[config.mk]
export PLATFORM = sky130hd
export DESIGN_NAME = line_rasterizer_flat
export DESIGN_NICKNAME = d
export VERILOG_FILES = /design/src/design/lr_pkg.sv /design/src/design/lr_cmd_if.sv /design/src/design/lr_pix_if.sv /design/src/design/line_rasterizer.sv /design/src/design/lr_queue.sv /design/src/design/lr_front.sv /design/src/design/lr_walker.sv /design/src/flat_wrapper.sv
export SDC_FILE = /design/constraint.sdc
export NUM_CORES = 1
export LEC_CHECK = 0
export ABC_AREA = 1
export ABC_CLOCK_PERIOD_IN_PS = 4900
export BUFFER_PORTS_ARGS = -buffer_cell sky130_fd_sc_hd__buf_2
export CELL_PAD_IN_SITES_DETAIL_PLACEMENT = 1
export CELL_PAD_IN_SITES_GLOBAL_PLACEMENT = 2
export CORE_MARGIN = 2
export CORE_UTILIZATION = 39
export DETAILED_ROUTE_END_ITERATION = 10
export PLACE_DENSITY_LB_ADDON = 0.15
export SLEW_MARGIN = 40
export SYNTH_ARGS = -nofsm -noshare
export SYNTH_HDL_FRONTEND = slang
export SYNTH_HIERARCHICAL = 1
export SYNTH_SLANG_ARGS = --single-unit
[constraint.sdc]
create_clock -name clk -period 4.9 [get_ports clk]
set_input_delay 0.49 -clock clk [delete_from_list [all_inputs] [get_ports clk]]
set_output_delay 0.49 -clock clk [all_outputs]
set_load 0.02 [all_outputs]
[src/design/lr_pkg.sv]
// Package for the line rasterizer: sizes, register indexes and the queued line record.
// No dependencies; every other file of the block depends on it.
package lr_pkg;

  localparam int MAX_SCREEN_SIZE = 64;

  // Field widths fixed by the external interface.
  localparam int IN_COORD_W = 7;
  localparam int OUT_COORD_W = 6;
  localparam int COLOR_W = 32;
  localparam int CFG_W = 7;
  localparam int CFG_IDX_W = 1;

  // Internal coordinate, delta and error widths.
  localparam int PIX_W = $clog2(MAX_SCREEN_SIZE);
  localparam int ACC_W = PIX_W + 1;

  localparam int QUEUE_DEPTH = 2;

  localparam logic [CFG_IDX_W-1:0] REG_SCREEN_WIDTH = CFG_IDX_W'(0);
  localparam logic [CFG_IDX_W-1:0] REG_SCREEN_HEIGHT = CFG_IDX_W'(1);

  localparam logic [CFG_W-1:0] SCREEN_SIZE_MAX = CFG_W'(MAX_SCREEN_SIZE);

  // One classified line, ready to walk.
  typedef struct packed {
    logic [PIX_W-1:0] x0;
    logic [PIX_W-1:0] y0;
    logic step_x_pos;
    logic step_y_pos;
    logic x_major;
    logic [PIX_W-1:0] den;
    logic [PIX_W-1:0] add;
    logic [COLOR_W-1:0] color;
  } line_cmd_t;

  // Write side of the line queue.
  typedef struct packed {
    logic push;
    line_cmd_t cmd;
  } queue_wr_t;

  // Read side of the line queue.
  typedef struct packed {
    logic valid;
    line_cmd_t cmd;
  } queue_rd_t;

endpackage

[src/design/lr_cmd_if.sv]
// Line command channel: valid/ready handshake with two endpoints and a color.
// Depends on lr_pkg for field widths.
interface lr_cmd_if;
  logic valid;
  logic ready;
  logic [lr_pkg::IN_COORD_W-1:0] start_x;
  logic [lr_pkg::IN_COORD_W-1:0] start_y;
  logic [lr_pkg::IN_COORD_W-1:0] end_x;
  logic [lr_pkg::IN_COORD_W-1:0] end_y;
  logic [lr_pkg::COLOR_W-1:0] draw_color;

  modport source (output valid, start_x, start_y, end_x, end_y, draw_color, input ready);
  modport sink (input valid, start_x, start_y, end_x, end_y, draw_color, output ready);
endinterface

[src/design/lr_pix_if.sv]
// Pixel channel: valid/ready handshake carrying one pixel word.
// Depends on lr_pkg for field widths.
interface lr_pix_if;
  logic valid;
  logic ready;
  logic [lr_pkg::OUT_COORD_W-1:0] pixel_x;
  logic [lr_pkg::OUT_COORD_W-1:0] pixel_y;
  logic [lr_pkg::COLOR_W-1:0] pixel_color;
  logic last_pixel;

  modport source (output valid, pixel_x, pixel_y, pixel_color, last_pixel, input ready);
  modport sink (input valid, pixel_x, pixel_y, pixel_color, last_pixel, output ready);
endinterface

[src/design/line_rasterizer.sv]
// Line rasterizer: takes line commands (two endpoints and a 32-bit color) and
// emits one pixel word per point of the Bresenham walk from the first endpoint
// to the second, both included, with last_pixel set on the final one. A command
// with any coordinate at or beyond the screen width or height (registers above
// 64 act as 64, zero rejects everything) is taken and dropped. The front end
// classifies an accepted command in the cycle it is accepted and writes it to a
// two-entry line queue on that edge. The walker loads it from the queue on the
// next edge when free and then produces one pixel per cycle while the pixel
// channel is ready. A line of major-axis delta d gives d + 1 pixel words (1 to
// 64). The walker takes the next queued line on the same edge its final pixel
// is taken, so lines already queued stream with no gap, and the front end keeps
// accepting while the queue has room. Screen size writes through the cfg port
// take effect for commands accepted after the write; write them only while no
// command is in flight.
// Depends on lr_pkg, lr_cmd_if, lr_pix_if, lr_queue, lr_front and lr_walker.
module line_rasterizer (
  input  logic                          clk,
  input  logic                          rst_n,
  input  logic                          cfg_we,
  input  logic [lr_pkg::CFG_IDX_W-1:0]  cfg_index,
  input  logic [lr_pkg::CFG_W-1:0]      cfg_wdata,
  lr_cmd_if.sink                        in_cmd,
  lr_pix_if.source                      out_pix
);
  import lr_pkg::*;

  queue_wr_t q_wr;
  queue_rd_t q_rd;
  logic q_full;
  logic q_pop;

  // Check, classify and push accepted lines.
  lr_front u_front (
    .clk       (clk),
    .rst_n     (rst_n),
    .cfg_we    (cfg_we),
    .cfg_index (cfg_index),
    .cfg_wdata (cfg_wdata),
    .cmd       (in_cmd),
    .q_full    (q_full),
    .q_wr      (q_wr)
  );

  // Hold lines waiting for the walker.
  lr_queue u_queue (
    .clk   (clk),
    .rst_n (rst_n),
    .wr    (q_wr),
    .full  (q_full),
    .rd    (q_rd),
    .pop   (q_pop)
  );

  // Walk the head line and drive the pixel words.
  lr_walker u_walker (
    .clk   (clk),
    .rst_n (rst_n),
    .q_rd  (q_rd),
    .q_pop (q_pop),
    .pix   (out_pix)
  );
endmodule

[src/design/lr_queue.sv]
// Short register queue of classified lines between the front and the walker.
// Depends on lr_pkg.
module lr_queue (
  input  logic               clk,
  input  logic               rst_n,
  input  lr_pkg::queue_wr_t  wr,
  output logic               full,
  output lr_pkg::queue_rd_t  rd,
  input  logic               pop
);
  import lr_pkg::*;

  localparam int PTR_W = (QUEUE_DEPTH > 1) ? $clog2(QUEUE_DEPTH) : 1;
  localparam int CNT_W = $clog2(QUEUE_DEPTH + 1);

  line_cmd_t mem_r [QUEUE_DEPTH];
  logic [PTR_W-1:0] wr_ptr_r;
  logic [PTR_W-1:0] rd_ptr_r;
  logic [CNT_W-1:0] count_r;
  logic do_push;
  logic do_pop;

  function automatic logic [PTR_W-1:0] ptr_inc(input logic [PTR_W-1:0] p);
    ptr_inc = (p == PTR_W'(QUEUE_DEPTH - 1)) ? '0 : p + PTR_W'(1);
  endfunction

  assign full = (count_r == CNT_W'(QUEUE_DEPTH));
  assign rd.valid = (count_r != '0);
  assign rd.cmd = mem_r[rd_ptr_r];
  assign do_push = wr.push && !full;
  assign do_pop = pop && rd.valid;

  always_ff @(posedge clk) begin
    if (!rst_n) begin
      wr_ptr_r <= '0;
      rd_ptr_r <= '0;
      count_r <= '0;
    end else begin
      if (do_push) begin
        wr_ptr_r <= ptr_inc(wr_ptr_r);
      end
      if (do_pop) begin
        rd_ptr_r <= ptr_inc(rd_ptr_r);
      end
      if (do_push && !do_pop) begin
        count_r <= count_r + CNT_W'(1);
      end else if (do_pop && !do_push) begin
        count_r <= count_r - CNT_W'(1);
      end
    end
  end

  always_ff @(posedge clk) begin
    if (do_push) begin
      mem_r[wr_ptr_r] <= wr.cmd;
    end
  end

  a_no_overfill: assert property (@(posedge clk) disable iff (!rst_n)
    count_r <= CNT_W'(QUEUE_DEPTH))
    else $error("line queue holds more entries than its depth");
  a_push_counts: assert property (@(posedge clk) disable iff (!rst_n)
    (do_push && !do_pop) |=> (count_r == $past(count_r) + CNT_W'(1)))
    else $error("line queue lost a pushed entry");
endmodule

[src/design/lr_front.sv]
// Front end: holds the screen size registers, takes line commands, drops
// off-screen ones and classifies the rest into walk parameters. Depends on lr_pkg.
module lr_front (
  input  logic                          clk,
  input  logic                          rst_n,
  input  logic                          cfg_we,
  input  logic [lr_pkg::CFG_IDX_W-1:0]  cfg_index,
  input  logic [lr_pkg::CFG_W-1:0]      cfg_wdata,
  lr_cmd_if.sink                        cmd,
  input  logic                          q_full,
  output lr_pkg::queue_wr_t             q_wr
);
  import lr_pkg::*;

  logic [CFG_W-1:0] width_r;
  logic [CFG_W-1:0] height_r;
  logic [CFG_W-1:0] width_eff;
  logic [CFG_W-1:0] height_eff;
  logic on_screen;
  logic [PIX_W-1:0] x1, y1, x2, y2, dx, dy;
  logic sx_pos, sy_pos, x_major;

  always_ff @(posedge clk) begin
    if (!rst_n) begin
      width_r <= SCREEN_SIZE_MAX;
      height_r <= SCREEN_SIZE_MAX;
    end else if (cfg_we) begin
      case (cfg_index)
        REG_SCREEN_WIDTH: width_r <= cfg_wdata;
        REG_SCREEN_HEIGHT: height_r <= cfg_wdata;
        default: ;
      endcase
    end
  end

  always_comb begin
    width_eff = (width_r > SCREEN_SIZE_MAX) ? SCREEN_SIZE_MAX : width_r;
    height_eff = (height_r > SCREEN_SIZE_MAX) ? SCREEN_SIZE_MAX : height_r;
    on_screen = (cmd.start_x < width_eff) && (cmd.end_x < width_eff) &&
                (cmd.start_y < height_eff) && (cmd.end_y < height_eff);

    x1 = PIX_W'(cmd.start_x);
    y1 = PIX_W'(cmd.start_y);
    x2 = PIX_W'(cmd.end_x);
    y2 = PIX_W'(cmd.end_y);
    sx_pos = (x2 >= x1);
    sy_pos = (y2 >= y1);
    dx = sx_pos ? (x2 - x1) : (x1 - x2);
    dy = sy_pos ? (y2 - y1) : (y1 - y2);
    x_major = (dx >= dy);

    q_wr.push = cmd.valid && !q_full && on_screen;
    q_wr.cmd.x0 = x1;
    q_wr.cmd.y0 = y1;
    q_wr.cmd.step_x_pos = sx_pos;
    q_wr.cmd.step_y_pos = sy_pos;
    q_wr.cmd.x_major = x_major;
    q_wr.cmd.den = x_major ? dx : dy;
    q_wr.cmd.add = x_major ? dy : dx;
    q_wr.cmd.color = cmd.draw_color;
  end

  // Off-screen commands are taken and dropped in the same cycle.
  assign cmd.ready = !q_full;
endmodule

[src/design/lr_walker.sv]
// Back end: walks one queued line a pixel per cycle, while the pixel channel is
// ready, with the Bresenham error term and drives the pixel channel from registers. Depends on lr_pkg.
module lr_walker (
  input  logic               clk,
  input  logic               rst_n,
  input  lr_pkg::queue_rd_t  q_rd,
  output logic               q_pop,
  lr_pix_if.source           pix
);
  import lr_pkg::*;

  typedef enum logic {IDLE, WALK} walk_state_t;

  walk_state_t state_r;
  line_cmd_t cmd_r;
  logic [PIX_W-1:0] x_r;
  logic [PIX_W-1:0] y_r;
  logic [ACC_W-1:0] acc_r;
  logic [PIX_W-1:0] rem_r;

  logic fire;
  logic at_last;
  logic load;
  logic [ACC_W-1:0] acc_sum;
  logic step_minor;
  logic [ACC_W-1:0] acc_nxt;
  logic [PIX_W-1:0] x_nxt;
  logic [PIX_W-1:0] y_nxt;
  logic move_x;
  logic move_y;

  always_comb begin
    fire = pix.valid && pix.ready;
    at_last = (rem_r == '0);
    load = q_rd.valid && ((state_r == IDLE) || (fire && at_last));
    acc_sum = acc_r + ACC_W'(cmd_r.add);
    step_minor = (acc_sum >= ACC_W'(cmd_r.den));
    acc_nxt = step_minor ? (acc_sum - ACC_W'(cmd_r.den)) : acc_sum;
    move_x = cmd_r.x_major || step_minor;
    move_y = !cmd_r.x_major || step_minor;
    x_nxt = !move_x ? x_r : (cmd_r.step_x_pos ? x_r + PIX_W'(1) : x_r - PIX_W'(1));
    y_nxt = !move_y ? y_r : (cmd_r.step_y_pos ? y_r + PIX_W'(1) : y_r - PIX_W'(1));
  end

  assign q_pop = load;

  always_ff @(posedge clk) begin
    if (!rst_n) begin
      state_r <= IDLE;
    end else begin
      case (state_r)
        IDLE: begin
          if (load) begin
            state_r <= WALK;
          end
        end
        WALK: begin
          if (fire && at_last && !load) begin
            state_r <= IDLE;
          end
        end
        default: state_r <= IDLE;
      endcase
      if (load) begin
        cmd_r <= q_rd.cmd;
        x_r <= q_rd.cmd.x0;
        y_r <= q_rd.cmd.y0;
        acc_r <= ACC_W'(q_rd.cmd.den >> 1);
        rem_r <= q_rd.cmd.den;
      end else if (fire) begin
        x_r <= x_nxt;
        y_r <= y_nxt;
        acc_r <= acc_nxt;
        rem_r <= rem_r - PIX_W'(1);
      end
    end
  end

  assign pix.valid = (state_r == WALK);
  assign pix.pixel_x = OUT_COORD_W'(x_r);
  assign pix.pixel_y = OUT_COORD_W'(y_r);
  assign pix.pixel_color = cmd_r.color;
  assign pix.last_pixel = at_last;

  a_pop_when_free: assert property (@(posedge clk) disable iff (!rst_n)
    q_pop |-> ((state_r == IDLE) || (fire && at_last)))
    else $error("walker took a line while another was still in flight");
  a_walk_continues: assert property (@(posedge clk) disable iff (!rst_n)
    (fire && !at_last) |=> (state_r == WALK) && (rem_r == $past(rem_r) - PIX_W'(1)))
    else $error("walker stopped before the last pixel");
  a_err_bounded: assert property (@(posedge clk) disable iff (!rst_n)
    ((state_r == WALK) && (cmd_r.den != '0)) |-> (acc_r < ACC_W'(cmd_r.den)))
    else $error("error term left its range");
endmodule

[src/flat_wrapper.sv]
// flat-port wrapper written by rule: the top's interface ports become plain ports
module line_rasterizer_flat import lr_pkg::*;
  (clk, rst_n, cfg_we, cfg_index, cfg_wdata, in_cmd_valid, in_cmd_start_x, in_cmd_start_y, in_cmd_end_x, in_cmd_end_y, in_cmd_draw_color, in_cmd_ready, out_pix_valid, out_pix_pixel_x, out_pix_pixel_y, out_pix_pixel_color, out_pix_last_pixel, out_pix_ready);
  lr_cmd_if in_cmd_i ();
  lr_pix_if out_pix_i ();
  input  logic clk;
  input  logic rst_n;
  input  logic cfg_we;
  input  logic [lr_pkg::CFG_IDX_W-1:0] cfg_index;
  input  logic [lr_pkg::CFG_W-1:0] cfg_wdata;
  input wire logic [$bits(in_cmd_i.valid)-1:0] in_cmd_valid;
  input wire logic [$bits(in_cmd_i.start_x)-1:0] in_cmd_start_x;
  input wire logic [$bits(in_cmd_i.start_y)-1:0] in_cmd_start_y;
  input wire logic [$bits(in_cmd_i.end_x)-1:0] in_cmd_end_x;
  input wire logic [$bits(in_cmd_i.end_y)-1:0] in_cmd_end_y;
  input wire logic [$bits(in_cmd_i.draw_color)-1:0] in_cmd_draw_color;
  output wire logic [$bits(in_cmd_i.ready)-1:0] in_cmd_ready;
  output wire logic [$bits(out_pix_i.valid)-1:0] out_pix_valid;
  output wire logic [$bits(out_pix_i.pixel_x)-1:0] out_pix_pixel_x;
  output wire logic [$bits(out_pix_i.pixel_y)-1:0] out_pix_pixel_y;
  output wire logic [$bits(out_pix_i.pixel_color)-1:0] out_pix_pixel_color;
  output wire logic [$bits(out_pix_i.last_pixel)-1:0] out_pix_last_pixel;
  input wire logic [$bits(out_pix_i.ready)-1:0] out_pix_ready;
  assign in_cmd_i.valid = in_cmd_valid;
  assign in_cmd_i.start_x = in_cmd_start_x;
  assign in_cmd_i.start_y = in_cmd_start_y;
  assign in_cmd_i.end_x = in_cmd_end_x;
  assign in_cmd_i.end_y = in_cmd_end_y;
  assign in_cmd_i.draw_color = in_cmd_draw_color;
  assign in_cmd_ready = in_cmd_i.ready;
  assign out_pix_valid = out_pix_i.valid;
  assign out_pix_pixel_x = out_pix_i.pixel_x;
  assign out_pix_pixel_y = out_pix_i.pixel_y;
  assign out_pix_pixel_color = out_pix_i.pixel_color;
  assign out_pix_last_pixel = out_pix_i.last_pixel;
  assign out_pix_i.ready = out_pix_ready;
  line_rasterizer u_core (.clk(clk), .rst_n(rst_n), .cfg_we(cfg_we), .cfg_index(cfg_index), .cfg_wdata(cfg_wdata), .in_cmd(in_cmd_i), .out_pix(out_pix_i));
endmodule
---- After elaboration in Yosys (flattened, before gate mapping) ----
Memory sizes are Yosys's and may differ from the RTL's. A register that Yosys moved wholly into a read port is not among the register bits.
Index checks and enable logic that the tools add are counted.
operators by class
  bitwise operators ....................... 2
  $add $sub $neg .......................... 15
  equality and inequality tests ........... 1
  $lt $le $gt $ge ......................... 10
  reductions and logical operators ........ 33
  muxes and demuxes ....................... 30
operators by type and width
  operator                                          number
  two-way mux 6 bit                                 14
  less-than comparator 7 bit                        4
  two-way mux 7 bit                                 4
  subtractor 6 bit                                  4
  >= comparator 6 bit                               3
  subtractor 6 x 1 -> 6 bit, second input constant  3
  > comparator 7 bit, second input constant         2
  logical AND 1 bit                                 13
  adder 6 x 1 -> 6 bit, second input constant       2
  nonzero test 2 bit                                5
  two-way mux 1 bit                                 8
  AND reduction 2 bit                               4
  adder 7 x 6 -> 7 bit                              1
  >= comparator 7 x 6 -> 1 bit                      1
  subtractor 7 x 6 -> 7 bit                         1
  logical NOT 6 bit                                 1
  AND reduction 3 bit                               2
  logical NOT 1 bit                                 5
  two-way mux 5 bit                                 1
  two-way mux 2 bit                                 2
  logical OR 1 bit                                  3
  adder 1 bit, second input constant                2
  adder 2 x 1 -> 2 bit, second input constant       1
  equality test 2 bit, second input constant        1
  3 further kinds                                   4
storage, ports and cells
  logic and storage cells ................. 109
  register bits after elaboration ......... 91
  input port bits ......................... 73
  memories kept ........................... 1
  bits in writable memories ............... 118
memory list
  name                  words  bits a word  read ports  clocked after memory_dff  wr ports  RTL line        text
  u_core.u_queue.mem_r  2      59           1           1                         1         lr_queue.sv:16  line_cmd_t mem_r [QUEUE_DEPTH];

---- Longest topological paths before layout ----
Gate-level depths: netlist (run 1).
  depth in word-level cells ............... 12
  depth in mapped cells ................... 21

---- By module ----
Netlist (run 1), hierarchy kept.
modules (own cells, without submodules)
  module     cells an instance  instances  sequential area each (sq um)  area each (sq um)
  lr_queue   221                1          3643.5                        4544.4
  lr_walker  361                1          2182.1                        3942.5
  lr_front   461                1          280.3                         2954.1

---- Least setup slack after synthesis (run 1) ----
Ideal clock, no wire load.
  kind .................................... reg2reg
  start ................................... reg u_core.u_front.width_r[6]
  end ..................................... mem u_core/u_queue/mem_r[0][0] (netlist bit), enable pin
  path slack .............................. 0.409 ns
  buffers on the path ..................... 0
  arrival ................................. 4.015 ns
  library setup time ...................... 0.476 ns
  stages on the path, launching flop included .. 12
  period minus slack after synthesis ...... 4.491 ns
  path through ............................ dfxtp_1 -> inv_1 -> nand2_1 -> ha_1 -> and3_1 -> a21oi_1 -> nand3_1 -> nor2_1 -> nand2_1 -> nor2_1 -> o21ai_0 -> nor2_1
RTL lines
  item                    RTL line        text
  start, declared         lr_front.sv:15  logic [CFG_W-1:0] width_r;
  start signal, assigned  lr_front.sv:29  REG_SCREEN_WIDTH: width_r <= cfg_wdata;
  end, declared           lr_queue.sv:16

---- Final worst setup path (run 1) ----
  start ................................... reg u_core/u_walker/cmd_r[32] (netlist bit)
  end ..................................... reg u_core.u_walker.x_r[5], in the netlist u_core/u_walker/pix.pixel_x[5], enable pin
between the ends
  cells in the longest elaborated chain, start to end .. 5
RTL lines
  item                                  RTL line         text
  start, declared                       lr_walker.sv:15  line_cmd_t cmd_r;
  start signal, assigned                lr_walker.sv:65  cmd_r <= q_rd.cmd;
  adder 7 x 6 -> 7 bit                  lr_walker.sv:36  acc_sum = acc_r + ACC_W'(cmd_r.add);
  >= comparator 7 x 6 -> 1 bit          lr_walker.sv:37  step_minor = (acc_sum >= ACC_W'(cmd_r.den));
  logical OR 1 bit                      lr_walker.sv:39  move_x = cmd_r.x_major || step_minor;
  nonzero test 2 bit (no source line)   --
  AND reduction 3 bit (no source line)  --
  end signal, assigned                  lr_walker.sv:66  x_r <= q_rd.cmd.x0;
  end signal, assigned                  lr_walker.sv:71  x_r <= x_nxt;
  end, declared                         lr_walker.sv:16  logic [PIX_W-1:0] x_r;
Every way passes these cells.
A chain may end at the register's enable or synchronous reset.

==> metrics, run 1 <==
Pleak 5.37 nW; Synth cell types 44; worst r2r path cells 18; Psw 1.49 mW; top cells by area, synth edfxtp_1 50%, ha_1 8.2%, nand2_1 6.7%; DRT Wirelength approximately 25000 um; Netlist Area Pre-Place 11400 um^2; post-CTS sizing 0; share of cells above drive strength 1 23.8%; Synth Instances 1043; number of synthesized flops with an enable pin 190; Final Setup Violations 0; power per standard cell area 408 nW/um^2; DRC 0; Final Cycle Share a little over two thirds; Synth area leader edfxtp_1; Seq/Total Area, Yosys 53.4%; fmax 291 MHz; global-route wire length before repair 40100 um; Fin. Hold Viols 0; Yosys top cell area share 49.9%; CTS Hold Bufs 0; Slew HR 52.6%; CP Capture Type flip-flop; critical hold path startpoint in_cmd_draw_color[11]; worst hold stages 1; Max Cap Viol 0; #FFs+latches synth 210; initial antenna violation count 1; die area 30700 um^2; Global Route Usage Sum 16.5%; WL/cell about 17 um; Worst VDD drop 223 uV; # rows 62; hold crit path type in -> reg; 1st-iter DRT viols 326; top_reg_cell synth edfxtp_1; slew at the pin closest to its max-slew limit roughly 0.7 ns; Starting Density between 30 and 40%; final hold slack approximately 0.16 ns; Clock Pin Slew Worst Setup and Hold Paths 0.06 ns; Worst EP required 5.05 ns; r2r endpoint u_core/u_walker/pix.pixel_x[5]; asr flop ratio synth 0%; chip height 175 um; skew final approximately 0.0079 ns; Syn Area/Cell 11.0 um^2; reg-to-reg startpoint u_core/u_walker/cmd_r[32]; nets@finish 1255; CTS root buffer clkbuf_16; Reg power frac between 40 and 50%; IO buf count 119; Register-to-Register Setup Slack 1.47 ns; H-tree depth 1; Arr. time, crit path 3.59 ns; Sink Count 210; I/O Pins 120; setup bufs post-CTS 0; fin crit period 3.43 ns; CP max FO 8; ANT nets after route 0; largest net degree at the start of global routing 30; Placeable Area 28800 um^2; total CTS buffers 24; switching share of power 28.7%; unrepaired setup endpoints after global routing no; Crit Path Class reg -> reg; CTS tree done; Worst setup SP type flip-flop; Pint 3.69 mW; Total Power slightly above 5 mW; Clk pwr share 36.1%; vias in the first global route approximately 7700; Synth warnings 6; status finished clean; Detailed Routing Iterations Pass 1 4; Congestion Overflow GR 0; Synth Net Count 1199; worst skew pair latency between 0.5 and 0.6 ns; GP Congestion around 0.81; combinational share of power ~22%; vias per cell 4.74; Die W 175 um; Vias 7109; Longest Clk Path Bufs 3; setup TNS 0 ns; critical path launch point u_core/u_walker/cmd_r[32]; P&R area growth vs syn 10.9%; half-perimeter wire length after placement roughly 19000 um; Slew Limit Fails 0; Hold Crit Endpoint u_core/u_queue/mem_r[0][11]
cell families after synthesis:
| group | after synthesis | synth area share, % |
|---|---|---|
| AO/OA/AOI/OAI | 88 | 4.56 |
| AND/OR/NAND/NOR | 363 | 14.0 |
| buffers and inverters | 215 | 10.4 |
| adder cells (fa/ha/maj) | 83 | 9.60 |
| flip-flops | 210 | 53.4 |
| multiplexers | 59 | 6.14 |
| XOR/XNOR | 25 | 1.91 |
layout make-up:
cell class	instances	area (um^2)
Fill cell	3163	16100
Sequential cell	210	6110
Multi-Input combinational cell	618	4160
Timing Repair Buffer	128	671
Clock buffer	28	616
Tap cell	384	480
Inverter	117	439
Clock inverter	15	211
Antenna cell	1	2.50
cell usage in the layout (no fill, tap or decap), drive strengths merged, types with 3 or more instances in the layout:
cell,Yosys,final
nand4,22,22
bufinv,0,5
a21oi,32,32
o21ai,39,39
clkinv,0,8
buf,97,128
nand3b,3,3
a31oi,4,4
mux2,59,59
o211ai,5,5
ha,75,75
dfxtp,20,20
inv,117,117
nand2,215,215
nand3,44,44
nor2,73,73
xor2,19,19
a21o,4,4
xnor2,6,6
fa,8,8
or2,3,3
edfxtp,190,190
clkbuf,1,28
Yosys cell counts, types with 4 or more instances:
library cell / count
xnor2_1: 6
inv_2: 6
mux2_4: 10
nand2_1: 204
inv_1: 111
nor2_1: 70
a21o_1: 4
nand4_1: 18
a21oi_1: 31
nand3_1: 39
o21ai_1: 6
nand2_2: 10
nand4_2: 4
edfxtp_1: 190
o211ai_1: 5
mux2_2: 49
nand3_2: 4
ha_1: 75
o21ai_0: 29
buf_6: 6
dfxtp_1: 20
xor2_1: 19
buf_4: 81
buf_2: 8
fa_1: 8
power by group through the flow:
stage / Clock (mW) / Combinational [mW] / Sequential [mW]
floorplan: 0 / 0.884 / 2.22
global placement: 0 / 1.13 / 2.22
detailed placement: 0 / 1.14 / 2.22
CTS: 1.94 / 1.15 / 2.18
global route: 2.00 / 1.30 / 2.19
finish: 1.87 / 1.13 / 2.18
per-layer routing:
| layer | vias to the layer above | global-route usage (%) | routed length (um) |
|---|---|---|---|
| met5 | - | 0 | 0 |
| met4 | 0 | 4.79 | 628 |
| met3 | 41 | 2.81 | 1040 |
| met2 | 115 | 27.2 | 11400 |
| met1 | 3377 | 22.3 | 11900 |
| li1 | 3576 | - | - |
registers in the layout, indices dropped and copies added, names as in the netlist, 7 cells and up, named ones only:
| signal | cells |
|---|---|
| u_core/u_queue/mem_r | 118 |
| u_core/u_front/width_r | 7 |
| u_core/u_front/height_r | 7 |
| u_core/u_walker/cmd_r | 15 |
| u_core/u_walker/pix.pixel_color | 32 |
| u_core/u_walker/acc_r | 7 |
worst max path at each step:
stage                                                 to  cells past startpoint
after detailed placement     u_core/u_queue/mem_r[0][38]                     18
final                     u_core/u_walker/pix.pixel_x[5]                     18
after floorplan               u_core/u_queue/mem_r[0][0]                     11
after CTS                 u_core/u_walker/pix.pixel_x[5]                     18
after global placement       u_core/u_queue/mem_r[0][38]                     15
after global routing      u_core/u_walker/pix.pixel_x[5]                     18
through the flow:
step | instance area (um^2) | worst slack, ns | std cells | util (%)
after CTS | 12700 | 1.41 | 1500 | 44.1
final | 12700 | 1.47 | 1501 | 44.1
after detailed placement | 11900 | 1.30 | 1457 | 41.2
after global placement | 11800 | 1.32 | 1456 | 41.2
after floorplan | 11400 | 0.409 | 1043 | -
after global routing | 12700 | 1.13 | 1500 | 44.1
critical path, cell delays in order (launching register included):
cell and delay [ns]:
edfxtp_1 0.36, ha_1 0.21, inv_1 0.07, fa_1 0.41, inv_1 0.10, nand3_1 0.08
nand2_1 0.08, nand2_1 0.04, nand2_1 0.07, inv_1 0.05, ha_1 0.33, nand2_1 0.09
nor2_1 0.09, nand2_1 0.05, nand3_1 0.10, nand2_1 0.21, nand3_4 0.21, nor2_1 0.06
nor2_1 0.46
Note: power is estimated with default switching activity, not from simulation.
==> run 2: changes to the inputs <==
- ABC_AREA: 1 -> 0
- ABC_CLOCK_PERIOD_IN_PS: 4900 -> 2800
- CORE_UTILIZATION: 39 -> 37
- clock period: 4.9 -> 2.8 ns (I/O delays scaled with it)
==> run 2 against run 1 <==
The run now ends with negative setup slack left. Combinational power rose to 2.6 times the previous value. Non-clock buffer count rose by 173. Synthesized cell count shrank 21%. Maximum frequency rose by 6.9%. Design area increased by 14%. Sequential cell count did not move. Critical path depth shrank 3. Count of clock-buffer cells in the layout unchanged. Critical endpoint is now u_core/u_queue/mem_r[0][22].
==> metrics, run 2 <==
top cells by area, synth edfxtp_1 53%, ha_1 8.7%, buf_4 5.5%; most frequent cells in the layout 190 x edfxtp_1, 116 x buf_2, 110 x buf_4; Longest Clk Path Bufs 3 (unchanged); vias per cell 4.76 (+0.53%); CP max FO 7 (-1); top_reg_cell synth edfxtp_1; Crit Path Class reg -> reg; reg-to-reg startpoint u_core/u_front/width_r[6]; largest net degree at the start of global routing 43 (+43%); CTS tree done; Slew Limit Fails 0 (unchanged); global-route wire length before repair 42200 um (+5.2%); Top reg by flops u_core/u_queue/mem_r; Synth warnings 6 (unchanged); Yosys top cell area share 52.6% (+2.8 points); chip height 175 um (about the same); Pint 6.99 mW (+89%); fin crit period 3.21 ns (-0.222 ns); critical hold path startpoint cfg_wdata[2]; switching share of power 28.6% (-0.12 points); hold crit path type in -> reg; Slew HR 55.6% (+3.1 points); max incr delay on CP 0.52 ns (+0.06 ns); Detailed Routing Iterations Pass 1 4 (unchanged); GP Congestion 0.891 (+9.7%); Placeable Area 28800 um^2 (unchanged); Worst EP required 3.06 ns (-1.99 ns); most used cell, CP buf_12; Congestion Overflow GR 0 (unchanged); ANT nets after route 0 (unchanged); Register-to-Register Setup Slack -0.41 ns (-1.88 ns); DRT Wirelength 27100 um (+8.4%); setup ws final -0.410 ns (-1.88 ns); skew final 0.0240 ns (+0.0161 ns); Top delay family on crit path simple AND/OR/NAND/NOR gates; fmax 312 MHz (+6.9%); slew at the pin closest to its max-slew limit 0.665 ns (-0.0441 ns); number of synthesized flops with an enable pin 190 (unchanged); Vias 6937 (-2.4%); # rows 62 (unchanged); Reg power frac 38.8% (-3.3 points); Global Route Usage Sum 17.6% (+1.1 points); IO buf count 119 (unchanged); slowest CP cell or4b_4; power per standard cell area 677 nW/um^2 (+66%); placed inst area 12300 um^2 (+4.0%); most common cell after layout, fill and taps aside edfxtp_1; Hold Crit Endpoint u_core/u_front/width_r[2]; Clk pwr share 31.1% (-5.0 points); Die W 175 um (about the same); CTS root buffer clkbuf_16; Sink Count 210 (unchanged); Psw 2.79 mW (+88%); Fill cells 2888 (-8.7%); Total Power 9.78 mW (+89%); 1st-iter DRT viols 210 (-36%); H-tree depth 1 (unchanged); #FFs+latches synth 210 (unchanged); Fin. Hold Viols 0 (unchanged); CP Capture Type flip-flop; asr flop ratio synth 0% (unchanged); worst r2r path cells 15 (-3); DRC 0 (unchanged); Max Cap Viol 0 (unchanged); Synth Instances 827 (-21%); Arr. time, crit path 3.47 ns (-0.12 ns); WL/cell 18.6 um (+12%); flip-flop count of the largest register after layout 118 (unchanged); Synth top cells by count 190 x edfxtp_1, 79 x buf_4, 75 x ha_1; setup TNS -38.77 ns (-38.77 ns); top-count cell post-synth edfxtp_1; Final Setup Violations 140 (+140); total CTS buffers 24 (unchanged); initial antenna violation count 0 (-1); Starting Density 37.7% (-2.1 points); failing checks negative setup slack; Diodes inserted 0 (-1); share of cells above drive strength 1 42.9% (+19 points); Design Area, Final 14400 um^2 (+14%); Worst Path Buf+Inv 7 (+4); combinational share of power 30.1% (+8.3 points); I/O Pins 120 (unchanged); Synth area leader edfxtp_1; Final Cycle Share 115% (+45 points); vias in the first global route 7740 (+0.57%); Synth cell types 63 (+43%); Netlist Area Pre-Place 10800 um^2 (-5.2%); Syn Area/Cell 13.1 um^2 (+20%); r2r endpoint u_core/u_queue/mem_r[0][22]; Pleak 5.69 nW (+5.9%); status finished, violations left; P&R area growth vs syn 33.2%; Worst setup SP type flip-flop; CP Cell Sequence clkinv_4 -> ha_4 -> or4b_4 -> a31oi_1 -> nand3_1 -> a311oi_1 -> o311ai_1 -> nor3_1 -> buf_4 -> buf_6 -> inv_4 -> nor3_4 -> buf_12 -> buf_12 -> buf_12; Clock Pin Slew Worst Setup and Hold Paths 0.06 ns (about the same); die area 30700 um^2 (-0.11%); worst hold stages 3 (+2); worst skew pair latency 0.54 ns (+0.02 ns); half-perimeter wire length after placement 18600 um (about the same); nets@finish 1212 (-3.4%); Seq/Total Area, Yosys 56.3% (+3.0 points); Worst VDD drop 524 uV (+140%); Synth Net Count 983 (-18%); unrepaired setup endpoints after global routing yes
-- run 2: cell count changes in the layout (fill, tap and decap cells not counted), moves of 11 or more --
| cell | delta |
|---|---|
| nor2_1 | -51 |
| buf_4 | +102 |
| dlygate4sd3_1 | +32 |
| a21boi_0 | +14 |
| nand2_1 | -147 |
| a21o_1 | +11 |
| ha_4 | +11 |
| nand4_1 | -12 |
| nand3_1 | -26 |
| ha_1 | -14 |
| buf_12 | +19 |
| buf_6 | +14 |
| inv_1 | -62 |
-- run 2: worst max-delay path by stage --
stage	cells after the start	slack [ns]	startpoint	end
after floorplan	10	-1.05	u_core/u_front/width_r[6]	u_core/u_queue/mem_r[0][0]
after global routing	14	-0.49	u_core/u_walker/acc_r[0]	u_core/u_walker/pix.pixel_y[3]
after global placement	17	-0.43	in_cmd_end_y[0]	u_core/u_queue/mem_r[0][33]
final	15	-0.41	u_core/u_front/width_r[6]	u_core/u_queue/mem_r[0][22]
after CTS	15	-0.42	u_core/u_walker/acc_r[0]	u_core/u_walker/acc_r[1]
after detailed placement	17	-0.61	in_cmd_end_x[0]	u_core/u_queue/mem_r[0][33]
-- run 2: worst register-to-register path, cell delays in order, from the launching register on --
cell and delay (ns):
dfxtp_2 0.34, clkinv_4 0.07, ha_4 0.15, or4b_4 0.52
a31oi_1 0.17, nand3_1 0.10, a311oi_1 0.26, o311ai_1 0.13
nor3_1 0.19, buf_4 0.17, buf_6 0.10, inv_4 0.04
nor3_4 0.27, buf_12 0.19, buf_12 0.13, buf_12 0.11
-- run 2: repair_timing --
item,in CTS,in global routing
hold endpoints to repair,64,0
pin swaps,20,34
setup endpoints to repair,157,166
gates cloned,12,1
resized for setup,49,81
hold buffers,32,0
buffers inserted,23,18
-- run 2: power groups by stage --
stage / sequential (mW) / combinational [mW] / clock [mW]
6_report: 3.80 / 2.95 / 3.04
5_1_grt: 3.81 / 3.19 / 3.24
4_1_cts: 3.80 / 2.44 / 3.12
3_5_place_dp: 3.86 / 2.20 / 0
3_3_place_gp: 3.85 / 2.10 / 0
2_1_floorplan: 3.87 / 1.42 / 0
-- run 2: area by class of cell --
| cell class | instances | area (um^2) | share of cell area, % |
|---|---|---|---|
| clock inverters | 15 | 153 | 1.06 |
| clock buffers | 28 | 616 | 4.26 |
| well taps | 384 | 480 | 3.33 |
| flip-flops and latches | 210 | 6110 | 42.3 |
| inverters | 60 | 246 | 1.71 |
| multi-input cells | 459 | 4360 | 30.2 |
| repair buffers | 301 | 2470 | 17.1 |
-- run 2: logic make-up after synthesis --
family                     count (synthesis)  share of synthesized area, %
DFF                                      210                          56.3
buffers and inverters                    158                          8.44
and+or+nand+nor                          135                          5.89
AOI/OAI and AO/OA                        124                          7.77
muxes                                     85                          8.87
adders and majority gates                 83                          10.1
xor gates and xnor gates                  32                          2.59
-- run 2: layer usage --
layer / GRT usage, % / wire length, um / vias to the layer above / part of all wire [%]
met5: 0 / 0 / - / 0
met4: 3.82 / 435 / 0 / 1.6
met3: 2.61 / 1070 / 31 / 3.9
met2: 31.8 / 13900 / 113 / 51
met1: 22.1 / 11700 / 3419 / 43
li1: - / - / 3374 / -
-- run 2: per-stage QoR --
step	hold WS, ns	util [%]	setup WS [ns]	cells
6_report	0.0257	50.2	-0.410	1457
3_3_place_gp	0.465	42.8	-0.431	1343
4_1_cts	0.0131	49.2	-0.417	1453
3_5_place_dp	0.463	42.8	-0.608	1343
5_1_grt	0.0317	50.2	-0.486	1457
2_1_floorplan	0.398	-	-1.05	827
